===== src/cle_pkg.sv =====
// cle_pkg: shared widths, codes and controller/datapath command and status types
// for the cursor line editor. No dependencies.
package cle_pkg;

  localparam int unsigned LINE_MAX_DEF = 64;
  localparam int unsigned LEN_W        = 6;
  localparam int unsigned CHAR_W       = 8;
  localparam int unsigned KEY_W        = 3;
  localparam int unsigned KIND_W       = 2;
  localparam int unsigned DATA_W       = 32;
  localparam int unsigned ADDR_W       = 3;

  localparam logic [CHAR_W-1:0] CHAR_ENTER  = 8'h0A;
  localparam logic [CHAR_W-1:0] CHAR_BSPACE = 8'h08;
  localparam logic [CHAR_W-1:0] CHAR_LOW_LO = 8'h01;
  localparam logic [CHAR_W-1:0] CHAR_LOW_HI = 8'h10;
  localparam logic [CHAR_W-1:0] CHAR_PRINT  = 8'h20;

  localparam logic [KEY_W-1:0] KEY_BACK  = 3'd0;
  localparam logic [KEY_W-1:0] KEY_FWD   = 3'd1;
  localparam logic [KEY_W-1:0] KEY_START = 3'd2;
  localparam logic [KEY_W-1:0] KEY_END   = 3'd3;
  localparam logic [KEY_W-1:0] KEY_ERASE = 3'd4;

  localparam logic OP_CHAR = 1'b0;

  localparam logic [KIND_W-1:0] KIND_STATUS = 2'd0;
  localparam logic [KIND_W-1:0] KIND_CHAR   = 2'd1;
  localparam logic [KIND_W-1:0] KIND_EMPTY  = 2'd2;

  localparam logic ADDR_ENABLED = 1'b0;

  typedef struct packed {
    logic load;
    logic exec;
    logic emit;
  } cmd_t;

  typedef struct packed {
    logic emit_next;
    logic emit_last;
  } stat_t;

endpackage


===== src/cle_ctrl.sv =====
// cle_ctrl: controller state machine of the cursor line editor.
// Depends on cle_pkg for the command and status types.
module cle_ctrl (
  input  logic          clk_i,
  input  logic          rst_ni,
  input  logic          take_i,
  input  cle_pkg::stat_t stat_i,
  output cle_pkg::cmd_t  cmd_o,
  output logic          busy_o
);

  typedef enum logic [1:0] {
    ST_IDLE,
    ST_EXEC,
    ST_EMIT
  } state_e;

  state_e state_q;

  always_ff @(posedge clk_i or negedge rst_ni) begin
    if (!rst_ni) begin
      state_q <= ST_IDLE;
    end else begin
      unique case (state_q)
        ST_IDLE: begin
          if (take_i) state_q <= ST_EXEC;
        end
        ST_EXEC: begin
          state_q <= stat_i.emit_next ? ST_EMIT : ST_IDLE;
        end
        ST_EMIT: begin
          if (stat_i.emit_last) state_q <= ST_IDLE;
        end
        default: state_q <= ST_IDLE;
      endcase
    end
  end

  always_comb begin
    cmd_o.load = (state_q == ST_IDLE) && take_i;
    cmd_o.exec = (state_q == ST_EXEC);
    cmd_o.emit = (state_q == ST_EMIT);
  end

  assign busy_o = (state_q != ST_IDLE);

endmodule


===== src/cle_datapath.sv =====
// cle_datapath: line store cells, length, cursor and result registers.
// Depends on cle_pkg; driven by cle_ctrl commands.
module cle_datapath #(
  parameter int unsigned LINE_MAX = cle_pkg::LINE_MAX_DEF
) (
  input  logic                       clk_i,
  input  logic                       rst_ni,
  input  cle_pkg::cmd_t              cmd_i,
  output cle_pkg::stat_t             stat_o,
  input  logic                       op_i,
  input  logic [cle_pkg::CHAR_W-1:0] char_code_i,
  input  logic [cle_pkg::KEY_W-1:0]  key_code_i,
  output logic                       result_valid_o,
  output logic [cle_pkg::KIND_W-1:0] kind_o,
  output logic [cle_pkg::CHAR_W-1:0] line_char_o,
  output logic                       last_o,
  output logic                       changed_o,
  output logic [cle_pkg::LEN_W-1:0]  length_o,
  output logic [cle_pkg::LEN_W-1:0]  cursor_o
);

  localparam int unsigned DEPTH = LINE_MAX - 1;
  localparam logic [cle_pkg::LEN_W-1:0] FULL_LEN = cle_pkg::LEN_W'(LINE_MAX - 1);

  logic                       op_q;
  logic [cle_pkg::CHAR_W-1:0] char_q;
  logic [cle_pkg::KEY_W-1:0]  key_q;
  logic [cle_pkg::LEN_W-1:0]  len_q, len_d;
  logic [cle_pkg::LEN_W-1:0]  cur_q, cur_d;
  logic [cle_pkg::LEN_W-1:0]  rem_q;
  logic [cle_pkg::CHAR_W-1:0] store_q [DEPTH];

  logic                       valid_q;
  logic [cle_pkg::KIND_W-1:0] kind_q;
  logic [cle_pkg::CHAR_W-1:0] lchar_q;
  logic                       last_q;
  logic                       changed_q;
  logic [cle_pkg::LEN_W-1:0]  olen_q;
  logic [cle_pkg::LEN_W-1:0]  ocur_q;

  logic                       is_enter;
  logic                       is_bs;
  logic                       is_ins;
  logic                       do_ins;
  logic                       do_rm;
  logic                       changed;
  logic [cle_pkg::LEN_W-1:0]  rm_pos;
  logic                       ins_en;
  logic                       rm_en;

  // item decode and edit result
  always_comb begin
    is_enter = (op_q == cle_pkg::OP_CHAR) && (char_q == cle_pkg::CHAR_ENTER);
    is_bs    = (op_q == cle_pkg::OP_CHAR) && (char_q == cle_pkg::CHAR_BSPACE);
    is_ins   = (op_q == cle_pkg::OP_CHAR) && !is_enter && !is_bs &&
               ((char_q >= cle_pkg::CHAR_PRINT) ||
                ((char_q >= cle_pkg::CHAR_LOW_LO) && (char_q <= cle_pkg::CHAR_LOW_HI)));
    do_ins   = 1'b0;
    do_rm    = 1'b0;
    changed  = 1'b0;
    rm_pos   = cur_q;
    len_d    = len_q;
    cur_d    = cur_q;
    if (is_enter) begin
      len_d   = '0;
      cur_d   = '0;
      changed = 1'b1;
    end else if (is_bs) begin
      if (cur_q != '0) begin
        do_rm   = 1'b1;
        rm_pos  = cur_q - 1'b1;
        len_d   = len_q - 1'b1;
        cur_d   = cur_q - 1'b1;
        changed = 1'b1;
      end
    end else if (is_ins) begin
      if (len_q < FULL_LEN) begin
        do_ins  = 1'b1;
        len_d   = len_q + 1'b1;
        cur_d   = cur_q + 1'b1;
        changed = 1'b1;
      end
    end else if (op_q != cle_pkg::OP_CHAR) begin
      case (key_q)
        cle_pkg::KEY_BACK: begin
          if (cur_q != '0) begin
            cur_d   = cur_q - 1'b1;
            changed = 1'b1;
          end
        end
        cle_pkg::KEY_FWD: begin
          if (cur_q < len_q) begin
            cur_d   = cur_q + 1'b1;
            changed = 1'b1;
          end
        end
        cle_pkg::KEY_START: begin
          cur_d   = '0;
          changed = 1'b1;
        end
        cle_pkg::KEY_END: begin
          cur_d   = len_q;
          changed = 1'b1;
        end
        cle_pkg::KEY_ERASE: begin
          if (cur_q < len_q) begin
            do_rm   = 1'b1;
            len_d   = len_q - 1'b1;
            changed = 1'b1;
          end
        end
        default: ;
      endcase
    end
  end

  assign ins_en = cmd_i.exec && do_ins;
  assign rm_en  = (cmd_i.exec && do_rm) || cmd_i.emit;

  // one cell per character; each sees only its neighbors
  for (genvar i = 0; i < DEPTH; i++) begin : g_cell
    logic [cle_pkg::CHAR_W-1:0] prev_c;
    logic [cle_pkg::CHAR_W-1:0] next_c;
    if (i == 0) begin : g_first
      assign prev_c = store_q[i];
    end else begin : g_mid
      assign prev_c = store_q[i-1];
    end
    if (i == DEPTH - 1) begin : g_tail
      assign next_c = store_q[i];
    end else begin : g_body
      assign next_c = store_q[i+1];
    end
    always_ff @(posedge clk_i) begin
      if (ins_en) begin
        if (cle_pkg::LEN_W'(i) > cur_q) begin
          store_q[i] <= prev_c;
        end else if (cle_pkg::LEN_W'(i) == cur_q) begin
          store_q[i] <= char_q;
        end
      end else if (rm_en) begin
        if (cmd_i.emit || (cle_pkg::LEN_W'(i) >= rm_pos)) store_q[i] <= next_c;
      end
    end
  end

  always_ff @(posedge clk_i) begin
    if (cmd_i.load) begin
      op_q   <= op_i;
      char_q <= char_code_i;
      key_q  <= key_code_i;
    end
  end

  always_ff @(posedge clk_i or negedge rst_ni) begin
    if (!rst_ni) begin
      len_q   <= '0;
      cur_q   <= '0;
      rem_q   <= '0;
      valid_q <= 1'b0;
    end else begin
      valid_q <= 1'b0;
      if (cmd_i.exec) begin
        len_q   <= len_d;
        cur_q   <= cur_d;
        rem_q   <= len_q;
        valid_q <= !(is_enter && (len_q != '0));
      end else if (cmd_i.emit) begin
        rem_q   <= rem_q - 1'b1;
        valid_q <= 1'b1;
      end
    end
  end

  always_ff @(posedge clk_i) begin
    if (cmd_i.exec) begin
      kind_q    <= is_enter ? cle_pkg::KIND_EMPTY : cle_pkg::KIND_STATUS;
      lchar_q   <= '0;
      last_q    <= 1'b1;
      changed_q <= changed;
      olen_q    <= len_d;
      ocur_q    <= cur_d;
    end else if (cmd_i.emit) begin
      kind_q    <= cle_pkg::KIND_CHAR;
      lchar_q   <= store_q[0];
      last_q    <= (rem_q == cle_pkg::LEN_W'(1));
      changed_q <= 1'b1;
      olen_q    <= '0;
      ocur_q    <= '0;
    end
  end

  assign stat_o.emit_next = is_enter && (len_q != '0);
  assign stat_o.emit_last = (rem_q == cle_pkg::LEN_W'(1));

  assign result_valid_o = valid_q;
  assign kind_o         = kind_q;
  assign line_char_o    = lchar_q;
  assign last_o         = last_q;
  assign changed_o      = changed_q;
  assign length_o       = olen_q;
  assign cursor_o       = ocur_q;

endmodule


===== src/cursor_line_editor.sv =====
// cursor_line_editor: top level with the register port, controller and datapath.
// Depends on cle_pkg, cle_ctrl and cle_datapath.
// a status result is registered after its beat is loaded and run in the exec state; busy is high
// while the beat runs, so no new item is taken until it is done. enter on n characters gives n
// results on consecutive cycles, from the emit state, and holds busy through the exec and emit states.
// reset clears length, cursor and the strobe and sets enabled; results cannot be stalled.
module cursor_line_editor #(
  parameter int unsigned LINE_MAX = cle_pkg::LINE_MAX_DEF
) (
  input  logic                        clk_i,
  input  logic                        rst_ni,
  input  logic                        psel,
  input  logic                        penable,
  input  logic                        pwrite,
  input  logic [cle_pkg::ADDR_W-1:0]  paddr,
  input  logic [cle_pkg::DATA_W-1:0]  pwdata,
  output logic [cle_pkg::DATA_W-1:0]  prdata,
  output logic                        pready,
  input  logic                        start,
  output logic                        busy,
  input  logic                        op_i,
  input  logic [cle_pkg::CHAR_W-1:0]  char_code_i,
  input  logic [cle_pkg::KEY_W-1:0]   key_code_i,
  output logic                        result_valid_o,
  output logic [cle_pkg::KIND_W-1:0]  kind_o,
  output logic [cle_pkg::CHAR_W-1:0]  line_char_o,
  output logic                        last_o,
  output logic                        changed_o,
  output logic [cle_pkg::LEN_W-1:0]   length_o,
  output logic [cle_pkg::LEN_W-1:0]   cursor_o
);

  logic           enabled_q;
  logic           take;
  cle_pkg::cmd_t  cmd;
  cle_pkg::stat_t stat;

  assign pready = 1'b1;

  always_ff @(posedge clk_i or negedge rst_ni) begin
    if (!rst_ni) begin
      enabled_q <= 1'b1;
    end else if (psel && penable && pwrite && pready &&
                 (paddr[cle_pkg::ADDR_W-1] == cle_pkg::ADDR_ENABLED)) begin
      enabled_q <= pwdata[0];
    end
  end

  always_comb begin
    prdata = '0;
    unique case (paddr[cle_pkg::ADDR_W-1])
      cle_pkg::ADDR_ENABLED: prdata[0] = enabled_q;
      default:               prdata    = '0;
    endcase
  end

  // a beat offered while disabled is not taken and gives no result
  assign take = start && !busy && enabled_q;

  cle_ctrl u_ctrl (
    .clk_i  (clk_i),
    .rst_ni (rst_ni),
    .take_i (take),
    .stat_i (stat),
    .cmd_o  (cmd),
    .busy_o (busy)
  );

  cle_datapath #(
    .LINE_MAX (LINE_MAX)
  ) u_datapath (
    .clk_i          (clk_i),
    .rst_ni         (rst_ni),
    .cmd_i          (cmd),
    .stat_o         (stat),
    .op_i           (op_i),
    .char_code_i    (char_code_i),
    .key_code_i     (key_code_i),
    .result_valid_o (result_valid_o),
    .kind_o         (kind_o),
    .line_char_o    (line_char_o),
    .last_o         (last_o),
    .changed_o      (changed_o),
    .length_o       (length_o),
    .cursor_o       (cursor_o)
  );

endmodule


===== config.mk =====
export PLATFORM = sky130hd
export DESIGN_NAME = cursor_line_editor
export DESIGN_NICKNAME = d
export VERILOG_FILES = /design/src/cle_pkg.sv /design/src/cle_ctrl.sv /design/src/cle_datapath.sv /design/src/cursor_line_editor.sv
export SDC_FILE = /design/constraint.sdc
export NUM_CORES = 1
export LEC_CHECK = 0
export ABC_CLOCK_PERIOD_IN_PS = 4400
export BUFFER_PORTS_ARGS = -buffer_cell sky130_fd_sc_hd__buf_2
export CORE_MARGIN = 2
export CORE_UTILIZATION = 51
export DETAILED_ROUTE_END_ITERATION = 10
export PLACE_DENSITY_LB_ADDON = 0.2
export REMOVE_ABC_BUFFERS = 1
export SETUP_SLACK_MARGIN = 0.3
export SLEW_MARGIN = 40
export SYNTH_ARGS = -nofsm -noshare
export SYNTH_HDL_FRONTEND = slang
export SYNTH_SLANG_ARGS = --single-unit
export TNS_END_PERCENT = 20

===== constraint.sdc =====
create_clock -name clk_i -period 4.4 [get_ports clk_i]
set_input_delay 0.66 -clock clk_i [delete_from_list [all_inputs] [get_ports clk_i]]
set_output_delay 0.66 -clock clk_i [all_outputs]
set_load 0.05 [all_outputs]

Yosys cells after proc, flatten, opt, wreduce, memory -nomap -nowiden
Memory sizes are Yosys's and may differ from the RTL's.
Cells that the tools add are included.
W data, S select, Z words.

storage, ports and cells
  register bits = 58
  bits in writable memories = 504
  input bits = 53
  output and inout port bits = 59
  logic and storage cells = 1317
  memories = 1

memories
  name                depth  width  rd ports  clocked after memory_dff  write ports  line                RTL
  u_datapath.store_q  63     8      63        0                         63           cle_datapath.sv:31  logic [cle_pkg::CHAR_W-1:0] store_q [DEPTH];

operators by class
  $add $sub $neg = 5
  order comparisons = 131
  equal/unequal tests = 73
  mux-type cells = 870
  bitwise operators = 128
  reductions and logical operators = 94

operators by type and width
  operator               number
  $mux W8                126
  $mux W1                713
  $eq A6 B6 Y1 const A   31
  $ge A6 B6 Y1 const A   31
  $gt A6 B6 Y1 const A   31
  $mux W6                22
  $or A1 B1 Y1           126
  $eq A5 B6 Y1 const A   16
  $ge A5 B6 Y1 const A   16
  $gt A5 B6 Y1 const A   16
  $logic_or A1 B1 Y1     65
  $eq A4 B6 Y1 const A   8
  $ge A4 B6 Y1 const A   8
  $gt A4 B6 Y1 const A   8
  $eq A3 B6 Y1 const A   4
  $ge A3 B6 Y1 const A   4
  $gt A3 B6 Y1 const A   4
  $pmux W6 S4            1
  $sub A6 B1 Y6 const B  3
  $eq A8 B4 Y1 const B   2
  $logic_and A1 B1 Y1    15
  $add A6 B1 Y6 const B  2
  $eq A2 B6 Y1 const A   2
  $ge A1 B6 Y1 const A   2
  other kinds (29)       45

Longest topological paths before layout
Gate-level depths: netlist (run 1).

  depth in word-level cells = 15
  depth in mapped cells = 15
  gate-level depth less buffers = 9

Hierarchy
From an unflattened synthesis (run 1), not the netlist that was laid out.

second synthesis, totals
  cells, all modules = 2731
  area, all modules = 32387.3 um2

by module, submodules not included
  module              instances  cells an instance  area each (um2)  sequential area each (um2)
  cle_datapath        1          2681               31980.7          16600.9
  cursor_line_editor  1          40                 310.3            26.3
  cle_ctrl            1          10                 96.3             50.0

Worst setup path after synthesis (run 1)
Ideal clock, no wire load.

  path kind = reg-to-reg
  start = register u_datapath.cur_q[0] in the netlist's numbering
  end = memory u_datapath.store_q[1][48] in the netlist's numbering (enable)
  setup time = 0.412 ns
  arrival = 3.490 ns
  required time = 3.988 ns
  slack = 0.497 ns
  cell stages (with the launch flop) = 14
  path buffers = 4
  period minus slack after synthesis = 3.903 ns
  cell sequence = dfrtp_1 > buf_2 > inv_1 > clkbuf_1 > ha_1 > clkbuf_1 > nor2b_1 > nand2_1 > a31oi_1 > a21boi_2 > nor2_1 > buf_4 > a21oi_1 > o311ai_0

RTL lines
  what                    line                 RTL
  start, declared         cle_datapath.sv:29   logic [cle_pkg::LEN_W-1:0] cur_q, cur_d;
  start signal, assigned  cle_datapath.sv:165  cur_q <= cur_d;
  end, declared           cle_datapath.sv:31

==> impl_metrics.env, run 1 <==
export IMPL_busiest_layer="met2"
export IMPL_die_area_um2=66990
export IMPL_track_usage=0.2697
export IMPL_grtUsageMet3=0.04675
export IMPL_grt_pass1_wl_um=140500
export IMPL_root_buffer="clkbuf_16"
export IMPL_ir_drop_mv=0.3685
export IMPL_outcome="complete, no violations"
export IMPL_power_density_nw_per_um2=509.0
export IMPL_fin_skew_ns=0.03013
export IMPL_drc=0
export IMPL_max_freq_mhz=250.7
export IMPL_synthCells=2722
export IMPL_drtPass1Iterations=6
export IMPL_use_met2=0.4533
export IMPL_synth_distinct_cells=108
export IMPL_synth_common_cells="531 x edfxtp_1, 493 x mux2_2, 247 x a21oi_1"
export IMPL_yosysTopAreaCellShare=0.4815
export IMPL_hold_path_class="in2async"
export IMPL_clock_latency_ns=0.65
export IMPL_drt_iter0_markers=2219
export IMPL_dp_hpwl_um=65010
export IMPL_cp_max_fo=24
export IMPL_synth_area_leaders="edfxtp_1 48%, mux2_2 17%, mux2i_1 7.3%"
export IMPL_final_cell_count_no_fill=3668
export IMPL_viasPerCell=6.253
export IMPL_endpoint_kind="flip-flop"
export IMPL_hold_violations=0
export IMPL_synth_avg_cell_area_um2=12.17
export IMPL_wl_um=91230
export IMPL_p_leak_uw=0.01357
export IMPL_grt_max_degree=64
export IMPL_synth_edf_count=531
export IMPL_crit_buf_inv=1
export IMPL_grt_pass1_vias=23500
export IMPL_cts_sinks=562
export IMPL_critical_path_slowest_cell="or3b_2"
export IMPL_met1_usage=0.3555
export IMPL_arrival_ns=4.26
export IMPL_die_width_um=258.8
export IMPL_ys_warn_count=0
export IMPL_yosysSeqAreaShare=0.5036
export IMPL_antennaDiodeCount=0
export IMPL_criticalPathCategory="reg2reg"
export IMPL_finalSetupTns_ns=0
export IMPL_dp_cells=3555
export IMPL_postLayoutCoreUtil=0.5679
export IMPL_drv_cap=0
export IMPL_syn2layout_area_growth_pct=10.36
export IMPL_htree_levels=2
export IMPL_worstPathRequired_ns=4.67
export IMPL_synth_area_um2=33110
export IMPL_port_buffers=46
export IMPL_postRouteAntennaNets=0
export IMPL_holdWs_ns=0.03078
export IMPL_tightestPinTransition_ns=0.9417
export IMPL_grt_overflow_total=0
export IMPL_period_needed_ns=3.989
export IMPL_fp_coreArea_um2=64350
export IMPL_place_gp_congestion=0.9823
export IMPL_async_reset_ff_frac=0.03915
export IMPL_max_clock_path_buffers=3
export IMPL_io_pins=112
export IMPL_fin_crit_sh=0.9066
export IMPL_yosysMostFrequentCell="edfxtp_1"
export IMPL_path_cells="or3b_2, nor4_4, buf_4, a21o_1, a21oi_2, or3_1, nand2_1, a311o_1"
export IMPL_finalNetCount=2834
export IMPL_start_kind="flip-flop"
export IMPL_max_stage_delay_ns=0.57
export IMPL_cts_inserted_buffers=59
export IMPL_setup_viol_count_final=0
export IMPL_crit_family="simple AND/OR/NAND/NOR gates"
export IMPL_synth_ff_type="edfxtp_1"
export IMPL_cts_tree="done"
export IMPL_rows=93
export IMPL_die_h_um=258.8
export IMPL_initial_core_util=0.5146
export IMPL_cts_reportedPaths_clkPinSlew_ns=0.06
export IMPL_rsz0062_at_grt="true"
export IMPL_wl_per_cell_um=24.87
export IMPL_max_slew_margin=0.3722
export IMPL_drv_slew=0
export IMPL_antenna_found_initial=0
export IMPL_drive_gt1_frac=0.3125
export IMPL_yosys_area_top_type="edfxtp_1"
export IMPL_via_count=22940
export IMPL_synth_seq_cells=562
metal layers:
layer	vias up	wire length, um
met5	-	0
met4	0	2503
met3	165	6400
met2	841	44460
met1	11500	37870
li1	10430	-
path summary, 6_finish.rpt:
kind / startpoint / slack, ns / cells after the start / end
max: u_datapath.op_q$_DFFE_PP_ / 0.41 / 8 / u_datapath.store_q[0][86]$_DFFE_PP_
max in group asynchronous: rst_ni / 3.98 / 1 / u_datapath.len_q[0]$_DFFE_PN0P_
min in group clk_i: char_code_i[5] / 0.20 / 1 / u_datapath.char_q[5]$_DFFE_PP_
min reg2reg: u_datapath.line_char_o[3]$_SDFFE_PP0P_ / 0.49 / 2 / u_datapath.line_char_o[3]$_SDFFE_PP0P_
min: rst_ni / 0.03 / 1 / u_datapath.rem_q[5]$_DFFE_PN0P_
max reg2reg: u_datapath.op_q$_DFFE_PP_ / 0.41 / 8 / u_datapath.store_q[0][86]$_DFFE_PP_
repair_timing:
action                     CTS  global route
setup endpoints to repair    0            71
resized for setup            0             2
buffers inserted             0             0
hold buffers                 0             0
through the flow:
step / setup WS [ns] / cell area [um^2] / power, uW
final: 0.4107 / 36550 / 18600
after global placement: 0.4817 / 34420 / 13110
after CTS: 0.4273 / 36490 / 18500
after global routing: 0.2555 / 36550 / 19290
after floorplan: -1.017 / 32140 / 10970
after detailed placement: 0.4324 / 34470 / 13250
registers in the layout, summed over array words and instances, names as in the netlist:
signal                     flops
u_datapath.len_q               6
u_datapath.length_o            6
u_datapath.line_char_o         8
u_datapath.key_q               3
u_datapath.op_q                1
u_datapath.char_q              8
u_datapath.last_o              1
u_datapath.changed_o           1
u_ctrl.state_q                 2
u_datapath.store_q           504
u_datapath.result_valid_o      1
enabled_q                      1
u_datapath.rem_q               6
u_datapath.cursor_o            6
u_datapath.cur_q               6
u_datapath.kind_o              2
kinds of logic (layout without fill, tap and decap cells):
family,count (synthesis),after routing,share of synthesized area
muxes,786,786,0.2595
DFF,562,562,0.5036
AOI/OAI and AO/OA,547,547,0.1084
and+or+nand+nor,541,541,0.08192
buffers and inverters,253,314,0.03612
adders and majority gates,18,18,0.006801
xor gates and xnor gates,13,13,0.003438
other,2,32,0.0002268
placed cells by master (no fill, tap or decap), types with 11 or more instances in the layout:
cell type / Yosys / routed
edfxtp_1: 531 / 531
mux2_2: 493 / 493
a21oi_1: 247 / 246
mux2i_1: 240 / 240
nor2_1: 221 / 221
nand2_1: 124 / 123
buf_4: 38 / 118
o21ai_0: 92 / 85
clkbuf_16: 0 / 60
nand3_1: 51 / 51
buf_2: 52 / 51
mux2_1: 44 / 44
a31oi_1: 32 / 32
conb_1: 2 / 32
inv_1: 26 / 26
nand4_1: 21 / 21
dfrtp_1: 21 / 21
ha_1: 18 / 17
a21o_1: 16 / 16
clkinv_1: 2 / 16
o211ai_1: 16 / 16
clkinv_2: 0 / 16
nor3_1: 17 / 15
and3_1: 13 / 13
o21ai_2: 9 / 12
o21ai_1: 7 / 11
xnor2_1: 11 / 11
power by group:
group          switching, uW  total, uW  internal, uW
Combinational           4010       5850          1840
Sequential               533       7490          6960
Clock                   2170       5260          3090
Total                   6710      18600         11900
cell type report:
class,count,area (um^2)
Fill cell,5341,27800
Sequential cell,562,16680
Multi-Input combinational cell,1937,15450
Clock buffer,66,1534
Timing Repair Buffer,174,1224
Tap cell,855,1070
Clock inverter,45,483.0
Inverter,29,108.9
Note: power is estimated with default switching activity, not from simulation.
==> inputs of run 2 (changes only) <==
--- a/config.mk
+++ b/config.mk
@@ -5,11 +5,15 @@
 export SDC_FILE = /design/constraint.sdc
 export NUM_CORES = 1
 export LEC_CHECK = 0
+export ABC_AREA = 1
 export ABC_CLOCK_PERIOD_IN_PS = 4400
 export BUFFER_PORTS_ARGS = -buffer_cell sky130_fd_sc_hd__buf_2
+export CELL_PAD_IN_SITES_DETAIL_PLACEMENT = 0
+export CELL_PAD_IN_SITES_GLOBAL_PLACEMENT = 1
 export CORE_MARGIN = 2
-export CORE_UTILIZATION = 51
+export CORE_UTILIZATION = 47
 export DETAILED_ROUTE_END_ITERATION = 10
+export MAX_ROUTING_LAYER = met4
 export PLACE_DENSITY_LB_ADDON = 0.2
 export REMOVE_ABC_BUFFERS = 1
 export SETUP_SLACK_MARGIN = 0.3
==> impl_metrics.env, run 2 <==
export IMPL_outcome="complete, no violations"
export IMPL_r2r_slack_ns=0.42
export IMPL_synthCells=4416
export IMPL_rr_endpoint="u_datapath.store_q[0][113]$_DFFE_PP_"
export IMPL_wl_um=110700
export IMPL_cts_inserted_buffers=67
export IMPL_path_cells="nor2_1, nand3_1, nor2_2, nand3_1, nand2_1, nand2_1, inv_1, nand4_2, nand2_1, o211ai_1, buf_2"
export IMPL_synth_distinct_cells=41
export IMPL_tightestPinTransition_ns=0.9034
export IMPL_grt_pass1_vias=28010
export IMPL_rows=97
export IMPL_cts_tree="done"
export IMPL_critical_path_slowest_cell="edfxtp_1"
export IMPL_max_freq_mhz=251.1
export IMPL_start_kind="flip-flop"
export IMPL_arrival_ns=4.36
export IMPL_root_buffer="clkbuf_16"
export IMPL_rsz0062_at_grt="true"
export IMPL_cts_reportedPaths_clkPinSlew_ns=0.06
export IMPL_crit_path_start="u_datapath.char_q[6]$_DFFE_PP_"
export IMPL_final_cell_count_no_fill=5399
export IMPL_yosysMostFrequentCell="nand2_1"
export IMPL_finalNetCount=4484
export IMPL_hold_violations=0
export IMPL_synth_common_cells="2,101 x nand2_1, 531 x edfxtp_1, 508 x nand3_1"
export IMPL_criticalPathCategory="reg2reg"
export IMPL_synth_ff_type="edfxtp_1"
export IMPL_port_buffers=46
export IMPL_yosysSeqAreaShare=0.4993
export IMPL_drc=0
export IMPL_cts_sinks=562
export IMPL_antenna_found_initial=2
export IMPL_drv_slew=0
export IMPL_drive_gt1_frac=0.07716
export IMPL_crit_family="simple AND/OR/NAND/NOR gates"
export IMPL_io_pins=112
export IMPL_yosys_area_top_type="edfxtp_1"
export IMPL_drtPass1Iterations=6
export IMPL_die_h_um=270.6
export IMPL_power_density_nw_per_um2=580.1
export IMPL_worstPathRequired_ns=4.77
export IMPL_postRouteAntennaNets=0
export IMPL_drt_iter0_markers=3467
export IMPL_synth_area_leaders="edfxtp_1 48%, nand2_1 24%, nand3_1 7.6%"
export IMPL_final_common_cell="nand2_1"
export IMPL_setup_viol_count_final=0
export IMPL_max_slew_margin=0.3977
export IMPL_regMostFlops="u_datapath.store_q"
export IMPL_fin_crit_sh=0.9050
export IMPL_finalPower_uw=21160
export IMPL_track_usage=0.3084
export IMPL_preCtsSetupSlack_ns=0.2258
export IMPL_die_width_um=270.6
export IMPL_max_clock_path_buffers=3
export IMPL_fin_ws_ns=0.4181
export IMPL_crit_buf_inv=2
export IMPL_hold_path_class="in2async"
export IMPL_postLayoutCoreUtil=0.5200
export IMPL_synth_seq_cells=562
export IMPL_yosysTopAreaCellShare=0.4774
export IMPL_reg2reg_depth=11
export IMPL_htree_levels=3
export IMPL_ir_drop_mv=0.3396
export IMPL_dp_hpwl_um=78630
export IMPL_viasPerCell=5.558
export IMPL_ys_warn_count=0
export IMPL_period_needed_ns=3.982
export IMPL_fillers=7170
export IMPL_dp_cells=5283
export IMPL_synth_area_um2=33400
export IMPL_fp_coreArea_um2=70150
export IMPL_reg2reg_from="u_datapath.char_q[6]$_DFFE_PP_"
export IMPL_fin_skew_ns=0.03323
export IMPL_via_count=30010
export IMPL_synth_avg_cell_area_um2=7.563
export IMPL_wl_per_cell_um=20.51
export IMPL_clock_latency_ns=0.63
export IMPL_grt_overflow_total=0
export IMPL_final_cell_mix="2,099 x nand2_1, 531 x edfxtp_1, 508 x nand3_1, 394 x o21ai_0, 167 x nor2_1"
export IMPL_endpoint_kind="flip-flop"
export IMPL_syn2layout_area_growth_pct=9.220
export IMPL_largest_register_ffs=504
export IMPL_initial_core_util=0.4761
export IMPL_p_leak_uw=0.01657
export IMPL_crit_top_cell="nand2_1"
export IMPL_drv_cap=0
export IMPL_place_gp_congestion=0.9911
export IMPL_synth_edf_count=531
export IMPL_max_stage_delay_ns=0.58
export IMPL_async_reset_ff_frac=0.03915
export IMPL_die_area_um2=73210
export IMPL_grt_max_degree=53
export IMPL_grt_pass1_wl_um=169100
export IMPL_holdWs_ns=0.04129
export IMPL_cp_max_fo=12
run 2: worst max path at each step:
stage / end / slack, ns / cells after the start
global placement: u_datapath.store_q[1][49]$_DFFE_PP_ / 0.37 / 12
finish: u_datapath.store_q[0][113]$_DFFE_PP_ / 0.42 / 11
detailed placement: u_datapath.store_q[1][49]$_DFFE_PP_ / 0.23 / 12
global route: u_datapath.store_q[1][199]$_DFFE_PP_ / 0.20 / 12
CTS: u_datapath.store_q[1][81]$_DFFE_PP_ / 0.40 / 12
floorplan: u_datapath.store_q[0][72]$_DFFE_PP_ / -2.12 / 12
run 2: through the flow:
step	cell area (um^2)	setup TNS, ns
global route	36480	0
finish	36480	0
floorplan	32410	-762.14
CTS	36440	0
detailed placement	34470	0
global placement	34430	0
run 2: power breakdown:
group / switching (uW) / total, uW / leakage [uW] / internal (uW)
Sequential: 823 / 8570 / 0.00523 / 7740
Combinational: 5610 / 7450 / 0.0104 / 1840
Clock: 2260 / 5150 / 0.000954 / 2890
Total: 8690 / 21200 / 0.0166 / 12500
run 2: cell families (layout without fill, tap and decap cells):
logic type	count (synthesis)	in the layout	share of synthesized area
AOI/OAI and AO/OA	524	524	0.08096
xor gates and xnor gates	9	9	0.002360
adders and majority gates	18	18	0.006743
buffers and inverters	392	404	0.05144
DFF	562	562	0.4993
other	2	33	0.0002249
and+or+nand+nor	2909	2909	0.3589
run 2: final cells by class:
class                      instances  area (um^2)  share of cell area
antenna                            1        2.502          0.00006860
inverter                         163        630.6             0.01729
multi-input combinational       3492        15160              0.4156
tap                              940         1176             0.03224
timing repair buffer             127        863.3             0.02367
clock inverter                    33        217.7            0.005968
sequential                       562        16680              0.4572
clock buffer                      81         1750             0.04799
run 2: timing repair:
item,in CTS,in global routing
hold buffers,0,0
pin swaps,1,1
setup endpoints to repair,8,221
setup buffers,0,1
gates resized for setup,1,4
run 2: routing by layer:
layer | global-route usage | vias to the layer above | wire, um
met2 | 0.4614 | 1127 | 48970
met4 | 0.09232 | 0 | 3349
met5 | - | - | 0
li1 | - | 14640 | -
met1 | 0.4366 | 14050 | 49800
met3 | 0.04234 | 194 | 8618
